==> config.mk <==
export PLATFORM = sky130hd
export DESIGN_NAME = sign_split_dual_corner_coupler_core
export DESIGN_NICKNAME = d
export VERILOG_FILES = /design/src/dcc_pkg.sv /design/src/dcc_cfg_regs.sv /design/src/dcc_serial_mul.sv /design/src/sign_split_dual_corner_coupler_core.sv
export VERILOG_INCLUDE_DIRS = /design/src /design/src/src
export SDC_FILE = /design/constraint.sdc
export NUM_CORES = 2
export LEC_CHECK = 0
export BUFFER_PORTS_ARGS = -buffer_cell sky130_fd_sc_hd__buf_4
export CORE_MARGIN = 3
export CORE_UTILIZATION = 53
export CTS_CLUSTER_DIAMETER = 50
export DETAILED_ROUTE_END_ITERATION = 8
export PLACE_DENSITY_LB_ADDON = 0.05
export RECOVER_POWER = 100
export SLEW_MARGIN = 20
export SYNTH_ARGS = -nofsm -noshare
export SYNTH_HDL_FRONTEND = slang
export SYNTH_SLANG_ARGS = --single-unit
==> constraint.sdc <==
create_clock -name clk -period 7 [get_ports clk]
set_clock_uncertainty 0.1 [all_clocks]
set_input_delay 0.35 -clock clk [delete_from_list [all_inputs] [get_ports clk]]
set_output_delay 0.35 -clock clk [all_outputs]
set_load 0.005 [all_outputs]
==> src/assert_macros.svh <==
// Assertion macros shared by the coupler modules.
`ifndef ASSERT_MACROS_SVH
`define ASSERT_MACROS_SVH

// The consequent must hold in the same cycle as the antecedent.
`define DCC_ASSERT_SAME(label, ante, cons, msg) \
  label: assert property (@(posedge clk) disable iff (rst) (ante) |-> (cons)) else $error(msg);

// The consequent must hold in the cycle after the antecedent.
`define DCC_ASSERT_NEXT(label, ante, cons, msg) \
  label: assert property (@(posedge clk) disable iff (rst) (ante) |=> (cons)) else $error(msg);

`endif

==> src/dcc_pkg.sv <==
// Types, widths and constants shared by the sign-split dual-corner coupler.
package dcc_pkg;

  localparam int SAMPLE_BITS    = 16;
  localparam int COEF_FRAC_BITS = 24;
  localparam int TRK_FRAC       = 36;
  localparam int X_SHIFT        = TRK_FRAC - (SAMPLE_BITS - 1);
  localparam int X_W            = SAMPLE_BITS + X_SHIFT;
  localparam int TRK_W          = 40;
  localparam int DIFF_W         = TRK_W + 1;
  localparam int IND_W          = 25;
  localparam int IND_FRAC       = 24;
  localparam int COEF_W         = 25;
  localparam int DEPTH_W        = 17;
  localparam int DEPTH_FRAC     = 16;
  localparam int CURV_W         = 18;
  localparam int CURV_FRAC      = 16;
  localparam int OUT_W          = 18;
  localparam int OUT_SHIFT      = TRK_FRAC - 15;
  localparam int OUT_MAX        = 131071;
  localparam int OUT_MIN        = -131072;
  localparam int WET_W          = DIFF_W + 2;
  localparam int YP_W           = 45;
  localparam int Y_W            = 58;
  localparam int YR_SHIFT       = 18;
  localparam int YR_W           = YP_W - YR_SHIFT;
  localparam int SQ_W           = 2 * YR_W;
  localparam int ACC_W          = 76;
  localparam int B_W            = 28;
  localparam int DIG_W          = 4;
  localparam int DIG_COEF       = (COEF_W + 1) / 2;
  localparam int DIG_DEPTH      = (DEPTH_W + 1) / 2;
  localparam int DIG_SQ         = (YR_W + 1) / 2;
  localparam int DIG_CURV       = (CURV_W + 1) / 2;
  localparam int CFG_IDX_W      = 3;
  localparam int CFG_DATA_W     = 25;

  localparam logic [COEF_W-1:0]  COEF_ONE  = COEF_W'(1 << COEF_FRAC_BITS);
  localparam logic [DEPTH_W-1:0] DEPTH_ONE = DEPTH_W'(1 << DEPTH_FRAC);
  localparam logic [IND_W-1:0]   IND_ONE   = IND_W'(1 << IND_FRAC);

  typedef enum logic [CFG_IDX_W-1:0] {
    REG_MIX_DEPTH = 3'd0,
    REG_COEF_POS  = 3'd1,
    REG_COEF_NEG  = 3'd2,
    REG_COEF_IND  = 3'd3,
    REG_CURVATURE = 3'd4
  } cfg_reg_t;

  typedef enum logic [2:0] {
    OP_TRK_POS,
    OP_TRK_NEG,
    OP_IND,
    OP_WET,
    OP_DEPTH,
    OP_SQUARE,
    OP_CURV
  } op_t;

  typedef enum logic [2:0] {
    ST_IDLE,
    ST_SETUP,
    ST_MUL,
    ST_POST,
    ST_FINISH
  } state_t;

  // Effective configuration, coefficients already limited to one.
  typedef struct packed {
    logic        [DEPTH_W-1:0] depth;
    logic        [COEF_W-1:0]  coef_pos;
    logic        [COEF_W-1:0]  coef_neg;
    logic        [COEF_W-1:0]  coef_ind;
    logic signed [CURV_W-1:0]  curv;
  } cfg_t;

  typedef struct packed {
    logic             start;
    logic [DIG_W-1:0] digits;
  } mul_req_t;

  typedef struct packed {
    logic busy;
    logic done;
  } mul_stat_t;

endpackage

==> src/dcc_cfg_regs.sv <==
// Configuration register file with coefficient and depth limiting.
module dcc_cfg_regs import dcc_pkg::*; (
  input  logic                  clk,
  input  logic                  rst,
  input  logic                  cfg_valid,
  output logic                  cfg_ready,
  input  logic [CFG_IDX_W-1:0]  cfg_index,
  input  logic [CFG_DATA_W-1:0] cfg_data,
  output cfg_t                  cfg
);

  logic        [DEPTH_W-1:0] mix_depth;
  logic        [COEF_W-1:0]  coef_pos;
  logic        [COEF_W-1:0]  coef_neg;
  logic        [COEF_W-1:0]  coef_ind;
  logic signed [CURV_W-1:0]  curvature;

  assign cfg_ready = 1'b1;

  always_ff @(posedge clk) begin
    if (rst) begin
      mix_depth <= '0;
      coef_pos  <= '0;
      coef_neg  <= '0;
      coef_ind  <= '0;
      curvature <= '0;
    end else if (cfg_valid) begin
      unique case (cfg_reg_t'(cfg_index))
        REG_MIX_DEPTH: mix_depth <= cfg_data[DEPTH_W-1:0];
        REG_COEF_POS:  coef_pos  <= cfg_data[COEF_W-1:0];
        REG_COEF_NEG:  coef_neg  <= cfg_data[COEF_W-1:0];
        REG_COEF_IND:  coef_ind  <= cfg_data[COEF_W-1:0];
        REG_CURVATURE: curvature <= $signed(cfg_data[CURV_W-1:0]);
        default: ;
      endcase
    end
  end

  // Depth and coefficient values above one act as exactly one; curvature passes unchanged.
  always_comb begin
    cfg.depth    = (mix_depth > DEPTH_ONE) ? DEPTH_ONE : mix_depth;
    cfg.coef_pos = (coef_pos > COEF_ONE) ? COEF_ONE : coef_pos;
    cfg.coef_neg = (coef_neg > COEF_ONE) ? COEF_ONE : coef_neg;
    cfg.coef_ind = (coef_ind > COEF_ONE) ? COEF_ONE : coef_ind;
    cfg.curv     = curvature;
  end

endmodule

==> src/dcc_serial_mul.sv <==
// Radix-4 shift-add multiplier: two bits of the unsigned operand per cycle.
`include "assert_macros.svh"

module dcc_serial_mul import dcc_pkg::*; (
  input  logic                    clk,
  input  logic                    rst,
  input  mul_req_t                req,
  input  logic signed [ACC_W-1:0] a,
  input  logic        [B_W-1:0]   b,
  output mul_stat_t               stat,
  output logic signed [ACC_W-1:0] prod
);

  logic signed [ACC_W-1:0] acc;
  logic signed [ACC_W-1:0] acc_next;
  logic signed [ACC_W-1:0] a_sh;
  logic        [B_W-1:0]   b_sh;
  logic        [DIG_W-1:0] cnt;
  logic                    busy;

  always_comb begin
    acc_next = acc + (b_sh[0] ? a_sh : '0) + (b_sh[1] ? (a_sh <<< 1) : '0);
  end

  always_ff @(posedge clk) begin
    if (rst) begin
      busy <= 1'b0;
      cnt  <= '0;
    end else if (req.start) begin
      busy <= 1'b1;
      cnt  <= req.digits;
    end else if (busy) begin
      cnt <= cnt - DIG_W'(1);
      if (cnt == DIG_W'(1)) begin
        busy <= 1'b0;
      end
    end
  end

  always_ff @(posedge clk) begin
    if (req.start) begin
      acc  <= '0;
      a_sh <= a;
      b_sh <= b;
    end else if (busy) begin
      acc  <= acc_next;
      a_sh <= a_sh <<< 2;
      b_sh <= b_sh >> 2;
    end
  end

  assign stat.busy = busy;
  assign stat.done = busy && (cnt == DIG_W'(1));
  assign prod      = acc;

  `DCC_ASSERT_SAME(a_no_restart, req.start, !busy, "multiplier restarted while busy")
  `DCC_ASSERT_SAME(a_digits_nonzero, req.start, req.digits != '0, "zero digit count")
  `DCC_ASSERT_NEXT(a_done_ends, stat.done, !busy, "multiplier busy after done")

endmodule

==> src/sign_split_dual_corner_coupler_core.sv <==
// Top level of the sign-split dual-corner coupler with its sequencer and datapath.
`include "assert_macros.svh"

// Sign-split dual-corner coupler. Each input item is one signed Q1.15 sample; each
// produces exactly one result item: a Q3.15 sample saturated at its range ends and a
// clipped flag. Two one-pole trackers follow the sample with separate coefficients, a
// smoothed indicator follows "sample is positive", the two high-pass signals are
// blended by that indicator, mixed with the dry sample by mix_depth, and a
// curvature*y*|y| term is added. All seven multiplications of an item run one after
// the other on a single radix-4 shift-add multiplier that retires two multiplier bits
// per cycle. Each multiplication passes through a set-up state, the digit steps and
// a write-back state, and the result is then loaded into the output register as soon
// as that register is free. The next input item can be accepted as soon as the result
// is shown, even while the result still waits in the output register. Configuration
// writes are always ready and take effect at once; write them only while the block
// holds no item in progress. Register indexes beyond the last register are ignored.
module sign_split_dual_corner_coupler_core import dcc_pkg::*; (
  input  logic                          clk,
  input  logic                          rst,
  input  logic                          in_valid,
  output logic                          in_ready,
  input  logic signed [SAMPLE_BITS-1:0] sample_in,
  output logic                          out_valid,
  input  logic                          out_ready,
  output logic signed [OUT_W-1:0]       sample_out,
  output logic                          clipped,
  input  logic                          cfg_valid,
  output logic                          cfg_ready,
  input  logic [CFG_IDX_W-1:0]          cfg_index,
  input  logic [CFG_DATA_W-1:0]         cfg_data
);

  localparam logic signed [TRK_W+1:0] TRK_HI = {3'b000, {(TRK_W-1){1'b1}}};
  localparam logic signed [TRK_W+1:0] TRK_LO = {3'b111, {(TRK_W-1){1'b0}}};
  localparam logic signed [Y_W-1:0]   Y_OUT_MAX = Y_W'(OUT_MAX);
  localparam logic signed [Y_W-1:0]   Y_OUT_MIN = Y_W'(OUT_MIN);

  cfg_t      cfg;
  mul_req_t  mreq;
  mul_stat_t mstat;

  state_t state;
  state_t state_next;
  op_t    op;
  op_t    op_next;

  // Working state of the current item and the filter state kept between items.
  logic signed [X_W-1:0]   x36;
  logic                    x_pos;
  logic signed [TRK_W-1:0] tp;
  logic signed [TRK_W-1:0] tn;
  logic        [IND_W-1:0] h;
  logic signed [WET_W-1:0] wet;
  logic signed [Y_W-1:0]   y;
  logic signed [SQ_W-1:0]  sq;

  // Multiplier operands and write-back values.
  logic signed [ACC_W-1:0]  a_sel;
  logic        [B_W-1:0]    b_sel;
  logic        [DIG_W-1:0]  dig_sel;
  logic signed [ACC_W-1:0]  prod;
  logic signed [ACC_W-1:0]  prod_sh24;
  logic signed [ACC_W-1:0]  prod_sh16;
  logic signed [DIFF_W-1:0] diff_trk;
  logic signed [DIFF_W-1:0] diff_spread;
  logic signed [IND_W:0]    diff_ind;
  logic signed [YR_W-1:0]   yr;
  logic        [YR_W-1:0]   yr_mag;
  logic        [CURV_W-1:0] curv_mag;
  logic signed [SQ_W-1:0]   sq_adj;
  logic signed [TRK_W-1:0]  trk_cur;
  logic signed [TRK_W+1:0]  trk_sum;
  logic signed [TRK_W-1:0]  trk_new;
  logic signed [IND_W+1:0]  ind_sum;
  logic        [IND_W-1:0]  ind_new;
  logic signed [Y_W-1:0]    y_out;
  logic signed [OUT_W-1:0]  out_val;
  logic                     out_clip;
  logic                     accept;
  logic                     load_out;

  dcc_cfg_regs u_cfg (
    .clk       (clk),
    .rst       (rst),
    .cfg_valid (cfg_valid),
    .cfg_ready (cfg_ready),
    .cfg_index (cfg_index),
    .cfg_data  (cfg_data),
    .cfg       (cfg)
  );

  dcc_serial_mul u_mul (
    .clk  (clk),
    .rst  (rst),
    .req  (mreq),
    .a    (a_sel),
    .b    (b_sel),
    .stat (mstat),
    .prod (prod)
  );

  // The item is accepted only from idle; the output register is separate, so a
  // waiting result does not hold off the next sample.
  assign accept = in_valid && in_ready;

  // Next state.
  always_comb begin
    state_next = state;
    unique case (state)
      ST_IDLE:   if (in_valid) state_next = ST_SETUP;
      ST_SETUP:  state_next = ST_MUL;
      ST_MUL:    if (mstat.done) state_next = ST_POST;
      ST_POST:   state_next = (op == OP_CURV) ? ST_FINISH : ST_SETUP;
      ST_FINISH: if (!out_valid || out_ready) state_next = ST_IDLE;
      default:   state_next = ST_IDLE;
    endcase
  end

  // Sequencer outputs.
  always_comb begin
    in_ready    = 1'b0;
    mreq.start  = 1'b0;
    mreq.digits = dig_sel;
    load_out    = 1'b0;
    unique case (state)
      ST_IDLE:   in_ready = 1'b1;
      ST_SETUP:  mreq.start = 1'b1;
      ST_MUL:    ;
      ST_POST:   ;
      ST_FINISH: load_out = !out_valid || out_ready;
      default:   ;
    endcase
  end

  always_ff @(posedge clk) begin
    if (rst) begin
      state <= ST_IDLE;
    end else begin
      state <= state_next;
    end
  end

  // The multiplications run in the order the arithmetic depends on them: both
  // trackers, the indicator, the high-pass blend, the depth mix, the square, and
  // finally the curvature term.
  always_comb begin
    op_next = op;
    case (op)
      OP_TRK_POS: op_next = OP_TRK_NEG;
      OP_TRK_NEG: op_next = OP_IND;
      OP_IND:     op_next = OP_WET;
      OP_WET:     op_next = OP_DEPTH;
      OP_DEPTH:   op_next = OP_SQUARE;
      OP_SQUARE:  op_next = OP_CURV;
      default:    op_next = OP_TRK_POS;
    endcase
  end

  always_ff @(posedge clk) begin
    if (rst) begin
      op <= OP_TRK_POS;
    end else if (accept) begin
      op <= OP_TRK_POS;
    end else if (state == ST_POST) begin
      op <= op_next;
    end
  end

  // Operand selection. A negative curvature is folded into the multiplicand so the
  // multiplier always sees an unsigned second operand.
  always_comb begin
    trk_cur     = (op == OP_TRK_POS) ? tp : tn;
    diff_trk    = DIFF_W'(x36) - DIFF_W'(trk_cur);
    diff_spread = DIFF_W'(tn) - DIFF_W'(tp);
    diff_ind    = (x_pos ? $signed({1'b0, IND_ONE}) : '0) - $signed({1'b0, h});
    yr          = y[YP_W-1:YR_SHIFT];
    yr_mag      = yr[YR_W-1] ? YR_W'(-yr) : YR_W'(yr);
    curv_mag    = cfg.curv[CURV_W-1] ? CURV_W'(-cfg.curv) : CURV_W'(cfg.curv);
    sq_adj      = cfg.curv[CURV_W-1] ? -sq : sq;
    a_sel       = '0;
    b_sel       = '0;
    dig_sel     = DIG_W'(DIG_COEF);
    case (op)
      OP_TRK_POS: begin
        a_sel = ACC_W'(diff_trk);
        b_sel = B_W'(cfg.coef_pos);
      end
      OP_TRK_NEG: begin
        a_sel = ACC_W'(diff_trk);
        b_sel = B_W'(cfg.coef_neg);
      end
      OP_IND: begin
        a_sel = ACC_W'(diff_ind);
        b_sel = B_W'(cfg.coef_ind);
      end
      OP_WET: begin
        a_sel = ACC_W'(diff_spread);
        b_sel = B_W'(h);
      end
      OP_DEPTH: begin
        a_sel   = ACC_W'(WET_W'(wet) - WET_W'(x36));
        b_sel   = B_W'(cfg.depth);
        dig_sel = DIG_W'(DIG_DEPTH);
      end
      OP_SQUARE: begin
        a_sel   = ACC_W'(yr);
        b_sel   = B_W'(yr_mag);
        dig_sel = DIG_W'(DIG_SQ);
      end
      default: begin
        a_sel   = ACC_W'(sq_adj);
        b_sel   = B_W'(curv_mag);
        dig_sel = DIG_W'(DIG_CURV);
      end
    endcase
  end

  // The multiplier forms the full product, so every floor is an arithmetic shift.
  always_comb begin
    prod_sh24 = prod >>> COEF_FRAC_BITS;
    prod_sh16 = prod >>> DEPTH_FRAC;
    trk_sum   = (TRK_W+2)'(trk_cur) + (TRK_W+2)'(prod_sh24);
    if (trk_sum > TRK_HI) begin
      trk_new = TRK_W'(TRK_HI);
    end else if (trk_sum < TRK_LO) begin
      trk_new = TRK_W'(TRK_LO);
    end else begin
      trk_new = TRK_W'(trk_sum);
    end
    ind_sum = $signed({2'b00, h}) + (IND_W+2)'(prod_sh24);
    if (ind_sum[IND_W+1]) begin
      ind_new = '0;
    end else if (ind_sum > $signed({2'b00, IND_ONE})) begin
      ind_new = IND_ONE;
    end else begin
      ind_new = IND_W'(ind_sum);
    end
  end

  // Filter state is control-like in that it must start from zero.
  always_ff @(posedge clk) begin
    if (rst) begin
      tp <= '0;
      tn <= '0;
      h  <= '0;
    end else if (state == ST_POST) begin
      case (op)
        OP_TRK_POS: tp <= trk_new;
        OP_TRK_NEG: tn <= trk_new;
        OP_IND:     h  <= ind_new;
        default:    ;
      endcase
    end
  end

  // Per-item working registers.
  always_ff @(posedge clk) begin
    if (accept) begin
      x36   <= {sample_in, {X_SHIFT{1'b0}}};
      x_pos <= !sample_in[SAMPLE_BITS-1] && (sample_in != '0);
    end else if (state == ST_POST) begin
      case (op)
        OP_WET:    wet <= WET_W'(x36) - WET_W'(tn) + WET_W'(prod >>> IND_FRAC);
        OP_DEPTH:  y   <= Y_W'(x36) + Y_W'(prod_sh16);
        OP_SQUARE: sq  <= SQ_W'(prod);
        OP_CURV:   y   <= y + Y_W'(prod_sh16);
        default:   ;
      endcase
    end
  end

  // Final rounding toward minus infinity to Q3.15 and saturation.
  always_comb begin
    y_out = y >>> OUT_SHIFT;
    if (y_out > Y_OUT_MAX) begin
      out_val  = OUT_W'(OUT_MAX);
      out_clip = 1'b1;
    end else if (y_out < Y_OUT_MIN) begin
      out_val  = OUT_W'(OUT_MIN);
      out_clip = 1'b1;
    end else begin
      out_val  = OUT_W'(y_out);
      out_clip = 1'b0;
    end
  end

  always_ff @(posedge clk) begin
    if (rst) begin
      out_valid <= 1'b0;
    end else if (load_out) begin
      out_valid <= 1'b1;
    end else if (out_ready) begin
      out_valid <= 1'b0;
    end
  end

  always_ff @(posedge clk) begin
    if (load_out) begin
      sample_out <= out_val;
      clipped    <= out_clip;
    end
  end

  `DCC_ASSERT_SAME(a_idle_mul_quiet, in_ready, !mstat.busy, "multiplier busy while idle")
  `DCC_ASSERT_SAME(a_ind_range, 1'b1, h <= IND_ONE, "indicator above one")
  `DCC_ASSERT_NEXT(a_accept_starts, accept, state == ST_SETUP && op == OP_TRK_POS,
    "accepted item did not start the sequence")

endmodule
== After elaboration in Yosys (flattened, before gate mapping) ==
Index checks and enable logic that the tools add are counted.

* Register bits: 598
* Output and inout port bits: 22
* Input port bits: 49
* Logic and storage cells: 136

* $add $sub $neg: 16
* $lt $le $gt $ge: 9
* Equality and inequality tests: 18
* Reduce and logical (&&, ||, !) cells: 28
* Mux-type cells: 41
* Bitwise gates (word level): 1

{| class="wikitable"
|+ Operators with widths
! kind !! number
|-
| $pmux W76 S5 || 1
|-
| $mux W76 || 4
|-
| $pmux W27 S6 || 1
|-
| $add A76 B76 Y76 || 2
|-
| $mux W25 || 6
|-
| $mux W40 || 3
|-
| $pmux W58 S2 || 1
|-
| $sub A37 B40 Y41 || 2
|-
| $gt A25 B25 Y1 const B || 3
|-
| $add A37 B58 Y58 || 1
|-
| $add A58 B58 Y58 || 1
|-
| $mux W28 || 2
|-
| $mux W54 || 1
|-
| $neg A54 Y54 || 1
|-
| $sub A43 B37 Y44 || 1
|-
| $add A41 B43 Y43 || 1
|-
| $add A40 B42 Y42 || 1
|-
| $gt A42 B40 Y1 const B || 1
|-
| $lt A42 B40 Y1 const B || 1
|-
| $sub A40 B40 Y41 || 1
|-
| $gt A37 B18 Y1 const B || 1
|-
| $lt A37 B18 Y1 const B || 1
|-
| $mux W18 || 2
|-
| $add A26 B27 Y27 || 1
|-
| other kinds (30) || 73
|}

== Longest topological paths before layout ==
* Depth after elaboration: 6
* Depth in mapped cells: 23
* Gate-level depth less buffers: 18

== Cells and area by module ==
Synthesis repeated with hierarchy kept, for this count alone.

* Cells, all modules: 6086
* Area, all modules: 51091.5 um^2

{| class="wikitable"
|+ Modules (own cells, without submodules)
! module !! area each (um^2) !! cells each !! times used !! seq. area each (um^2)
|-
| sign_split_dual_corner_coupler_core || 32479.9 || 4074 || 1 || 7977.7
|-
| dcc_serial_mul || 14076.0 || 1416 || 1 || 4744.6
|-
| dcc_cfg_regs || 4535.6 || 596 || 1 || 2202.1
|}

== Worst setup path before layout ==
No wires, ideal clock.

* Path type: flip-flop to flip-flop
* Start point: register op[2]
* End point: register tn[19]
* Setup time: 0.143 ns
* Buffers on the path: 3
* Period minus slack after synthesis: 5.663 ns
* Path slack: 1.337 ns
* Cell stages (with the launch flop): 22
* Data arrival time: 5.420 ns
* Path through: dfxtp_1 > clkbuf_1 > or2_2 > nor2_1 > clkbuf_1 > nor2_1 > a21oi_1 > inv_1 > ha_1 > fa_1 > a21oi_1 > o22ai_1 > o22a_1 > a311o_1 > a41o_1 > a31o_2 > a41oi_1 > xor2_1 > a21oi_1 > nor2_1 > clkbuf_1 > a221oi_1

* Word-level cells in the longest chain between the ends: 6
* Elaborated cells between the ends (all ways): 9

{| class="wikitable"
|+ Ends and longest elaborated chain
! item !! line !! source
|-
| start, declared || sign_split_dual_corner_coupler_core.sv:44 || <nowiki>op_t op;</nowiki>
|-
| start signal, assigned || sign_split_dual_corner_coupler_core.sv:165 || <nowiki>op <= op_next;</nowiki>
|-
| $logic_not A3 Y1 || sign_split_dual_corner_coupler_core.sv:172 || <nowiki>trk_cur = (op == OP_TRK_POS) ? tp : tn;</nowiki>
|-
| $mux W40 || sign_split_dual_corner_coupler_core.sv:172 ||
|-
| $add A40 B42 Y42 || sign_split_dual_corner_coupler_core.sv:222 || <nowiki>trk_sum = (TRK_W+2)'(trk_cur) + (TRK_W+2)'(prod_sh24);</nowiki>
|-
| $lt A42 B40 Y1 || sign_split_dual_corner_coupler_core.sv:225 || <nowiki>end else if (trk_sum < TRK_LO) begin</nowiki>
|-
| $mux W40 || sign_split_dual_corner_coupler_core.sv:225 ||
|-
| $mux W40 || sign_split_dual_corner_coupler_core.sv:223 || <nowiki>if (trk_sum > TRK_HI) begin</nowiki>
|-
| end signal, assigned || sign_split_dual_corner_coupler_core.sv:249 || <nowiki>OP_TRK_NEG: tn <= trk_new;</nowiki>
|-
| end, declared || sign_split_dual_corner_coupler_core.sv:51 || <nowiki>logic signed [TRK_W-1:0] tn;</nowiki>
|}

Parallel ways exist; a longest one is shown, timed or not.
A chain may end at the register's enable or synchronous reset.

== Final worst setup path ==
* Start point: register op[1]
* End point: register u_mul.a_sh[53], data pin

* Word-level cells in the longest chain between the ends: 5
* Elaborated cells between the ends (all ways): 11

{| class="wikitable"
|+ Ends and longest elaborated chain
! item !! line !! source
|-
| $logic_not A3 Y1 || sign_split_dual_corner_coupler_core.sv:172, sign_split_dual_corner_coupler_core.sv:183 ||
|-
| $mux W40 || sign_split_dual_corner_coupler_core.sv:172 ||
|-
| $sub A37 B40 Y41 || sign_split_dual_corner_coupler_core.sv:173 || <nowiki>diff_trk = DIFF_W'(x36) - DIFF_W'(trk_cur);</nowiki>
|-
| $pmux W76 S5 * || sign_split_dual_corner_coupler_core.sv:183 || <nowiki>case (op)</nowiki>
|-
| $mux W76 * || dcc_serial_mul.sv:41 || <nowiki>if (req.start) begin</nowiki>
|-
| end signal, assigned || dcc_serial_mul.sv:47 || <nowiki>a_sh <= a_sh <<< 2;</nowiki>
|-
| end, declared || dcc_serial_mul.sv:16 || <nowiki>logic signed [ACC_W-1:0] a_sh;</nowiki>
|}

Every way passes the cells marked *; elsewhere a longest branch is shown, timed or not.

==> results.py <==
metrics = {
    "route": {
        "wirelength_um": 187000,
        "via_per_inst": 6.32,
        "dr.pass1.iters": 6,
        "drcViolationCount": 0,
        "final_antenna_net_count": 0,
        "vias": 46600,
        "drt_iter0_markers": 5225,
        "wl_per_cell_um": 25.3,
    },
    "pwr": {
        "peakVddDrop_v": 0.000274,
        "p_leak_nw": 23.0,
        "pwr_density_cell_nw_per_um2": 419,
    },
    "critical_path": {
        "worstPathRequired_ps": 7280,
        "cp.arrival_ps": 6980,
        "worstReg2RegStart": "op[1]",
        "critPathCaptureType": "flip-flop",
        "cp-start-kind": "flip-flop",
        "crit_type": "reg -> reg",
        "path_max_fanout": 37,
        "crit_start": "op[1]",
        "rr_worst_depth": 10,
    },
    "synth": {
        "synth-edff-count": 292,
        "syn-num-nets": 6570,
        "synth_area_um2": 49400,
        "yosysSeqAreaShare_pct": 30.0,
        "synth.top_cell.area_share_pct": 17.8,
        "synthFlopType": "dfxtp_1",
        "synth_top_area_cell": "edfxtp_1",
        "avgSynthCellArea_um2": 8.19,
        "synth_compound_gate_area_share_pct": 23.2,
        "synth_mux_area_share_pct": 1.89,
        "synth_area_leaders": "edfxtp_1, dfxtp_1, ha_1",
        "postSynthCellCount": 6032,
        "synth_top_family_by_area": "compound AO/OA/AOI/OAI gates",
        "synth_warnings": 0,
        "synth-seq-cells": 593,
        "async_flop_share_pct": 0,
        "yosys.area_share.simple_pct": 17.5,
        "synthAdderAreaFrac_pct": 13.9,
        "synth_xor_area_share_pct": 7.82,
        "ys_types": 86,
    },
    "floorplan": {
        "die_area_um2": 96900,
        "ioPinCount": 71,
        "initial_core_util_pct": 53.6,
        "core_area_um2": 92100,
        "rows": 111,
        "die_y_um": 311,
        "die_width_um": 311,
    },
    "sta": {
        "setup_tns_ps": 0,
        "setup_viol": 0,
        "worst_pin_slew_ps": 3370,
        "slew_headroom_pct": -125,
        "clock.fmax_mhz": 149,
        "drv_slew": 754,
        "grt_setup_unrepaired": "no",
        "post-route-min-period_ps": 6700,
        "period_share_pct": 95.6,
        "finalHoldViolCount": 0,
    },
    "worst_hold_path": {
        "hold_depth": 5,
        "worstHoldStart": "cfg_index[0]",
        "worst_hold_path_type": "in -> reg",
    },
    "finish": {
        "syn_to_final_growth_pct": 10.6,
        "final_util_pct": 59.3,
        "finalNetCount": 6593,
        "layout-drive-gt1-share_pct": 5.75,
        "layout_commonest_cell": "nand2_1",
        "final_cell_mix": "nand2_1, a21oi_1, inv_1",
    },
    "status": {
        "violations": "max-capacitance violations, max-slew violations",
        "outcome": "finished with violations",
    },
    "cts": {
        "clkSlewWorstSetupHoldPaths_ps": 60,
        "clockBufferDepth": 3,
        "ctsResizeCount": 0,
        "clockRootBuffer": "clkbuf_16",
        "cts.htree.levels": 3,
        "clock_sinks": 593,
        "clk_latency_ps": 700,
        "cts_tree": "done",
        "cts_made_buffers": 97,
    },
    "global_routing": {
        "antenna_found_initial": 5,
        "grt_pass1_wl_um": 277000,
        "grt_max_degree": 95,
        "overflow": 0,
        "track_usage_pct": 37.4,
        "first_global_vias": 43200,
    },
    "placed_design": {
        "place_hpwl_um": 145000,
        "routabilityCongestion": 0.998,
        "portBuffers": 69,
    },
    "run": {
        "max-cap-violations": 20,
    },
}
repair_timing:
| action | in CTS | in global routing |
|---|---|---|
| setup buffers | 0 | 0 |
| endpoints found under the hold margin | 129 | 0 |
| hold buffers | 42 | 0 |
cell usage after synthesis, types with 45 or more instances:
cell and instances:
nor2_1 416, nor4_1 46, nand2b_1 49, a221oi_1 101
nor2b_1 52, o21ai_0 354, a21oi_1 538, o21a_1 51
mux2i_1 84, dfxtp_1 301, o31ai_1 55, inv_1 472
or3_1 45, xor2_1 175, and3_1 47, ha_1 388
a21o_1 207, edfxtp_1 292, nand4_1 59, nor3_1 93
nand3_1 79, a31oi_1 59, xnor2_1 266, nand2_1 859
clkbuf_1 247, fa_1 101, a211oi_1 79
metrics by stage:
step | worst slack (ps) | power, W | cell area [µm²] | hold slack (ps) | instances
floorplan | 1340 | 0.0142 | 49400 | 329 | 6032
global placement | 756 | 0.0178 | 51200 | 344 | 7156
detailed placement | 676 | 0.0178 | 51200 | 345 | 7156
CTS | 636 | 0.0228 | 54900 | 60.7 | 7378
global route | 94.9 | 0.0244 | 54600 | 165 | 7379
finish | 305 | 0.0229 | 54600 | 147 | 7382
report_power, final:
part           internal, W  switching, W  total, W
Clock              0.00288       0.00200   0.00488
Combinational      0.00488       0.00792    0.0128
Sequential         0.00446      0.000762   0.00522
Total               0.0122        0.0107    0.0229
final timing paths:
kind | endpoint | slack, ps
hold reg to reg | sq[8] | 370
setup / recovery | u_mul.a_sh[53] | 300
setup reg to reg | u_mul.a_sh[53] | 300
hold / removal | u_cfg.coef_neg[17] | 150
cell type report:
cell class / instances / area, µm²
diodes: 3 / 7.51
clock buffers: 114 / 2640
clock inverters: 66 / 634
fillers: 8485 / 37500
inverters: 473 / 1780
multi-input cells: 4693 / 31800
flip-flops and latches: 593 / 14800
well taps: 1243 / 1560
repair buffers: 197 / 1410
critical path, cell delays in order (launching register included):
cell and delay [ps]:
dfxtp_1 390, clkbuf_1 1190, nand2b_1 440, nor2_4 40, clkbuf_1 880, a21oi_1 1020
nand2_1 340, or3b_2 670, o221ai_1 210, clkbuf_1 940, nand2_1 140
layer usage:
metal | wire length, µm | GRT usage [%] | vias to the layer above
li1 | - | - | 21700
met1 | 76900 | 49.8 | 22300
met2 | 81000 | 57.6 | 2089
met3 | 15600 | 5.83 | 484
met4 | 13200 | 22.0 | 8
met5 | 46 | 0 | -
kinds of logic after synthesis:
kind of cell	after synthesis
adders and majority gates	489
xor gates and xnor gates	441
other	1
AOI/OAI and AO/OA	1778
muxes	90
DFF	593
buffers and inverters	746
and+or+nand+nor	1894
flip-flops by register name, summed over array words and instances, names as in the netlist, 4 cells and up:
| signal | count |
|---|---|
| u_cfg.coef_neg | 25 |
| u_cfg.coef_pos | 25 |
| tp | 40 |
| u_mul.a_sh | 74 |
| y | 58 |
| u_cfg.coef_ind | 25 |
| wet | 43 |
| u_mul.b_sh | 27 |
| u_cfg.curvature | 18 |
| sq | 54 |
| u_mul.prod | 74 |
| tn | 40 |
| x36 | 16 |
| u_mul.cnt | 4 |
| sample_out | 18 |
| h | 25 |
| u_cfg.mix_depth | 17 |
Power figures use the tool's default switching activity.
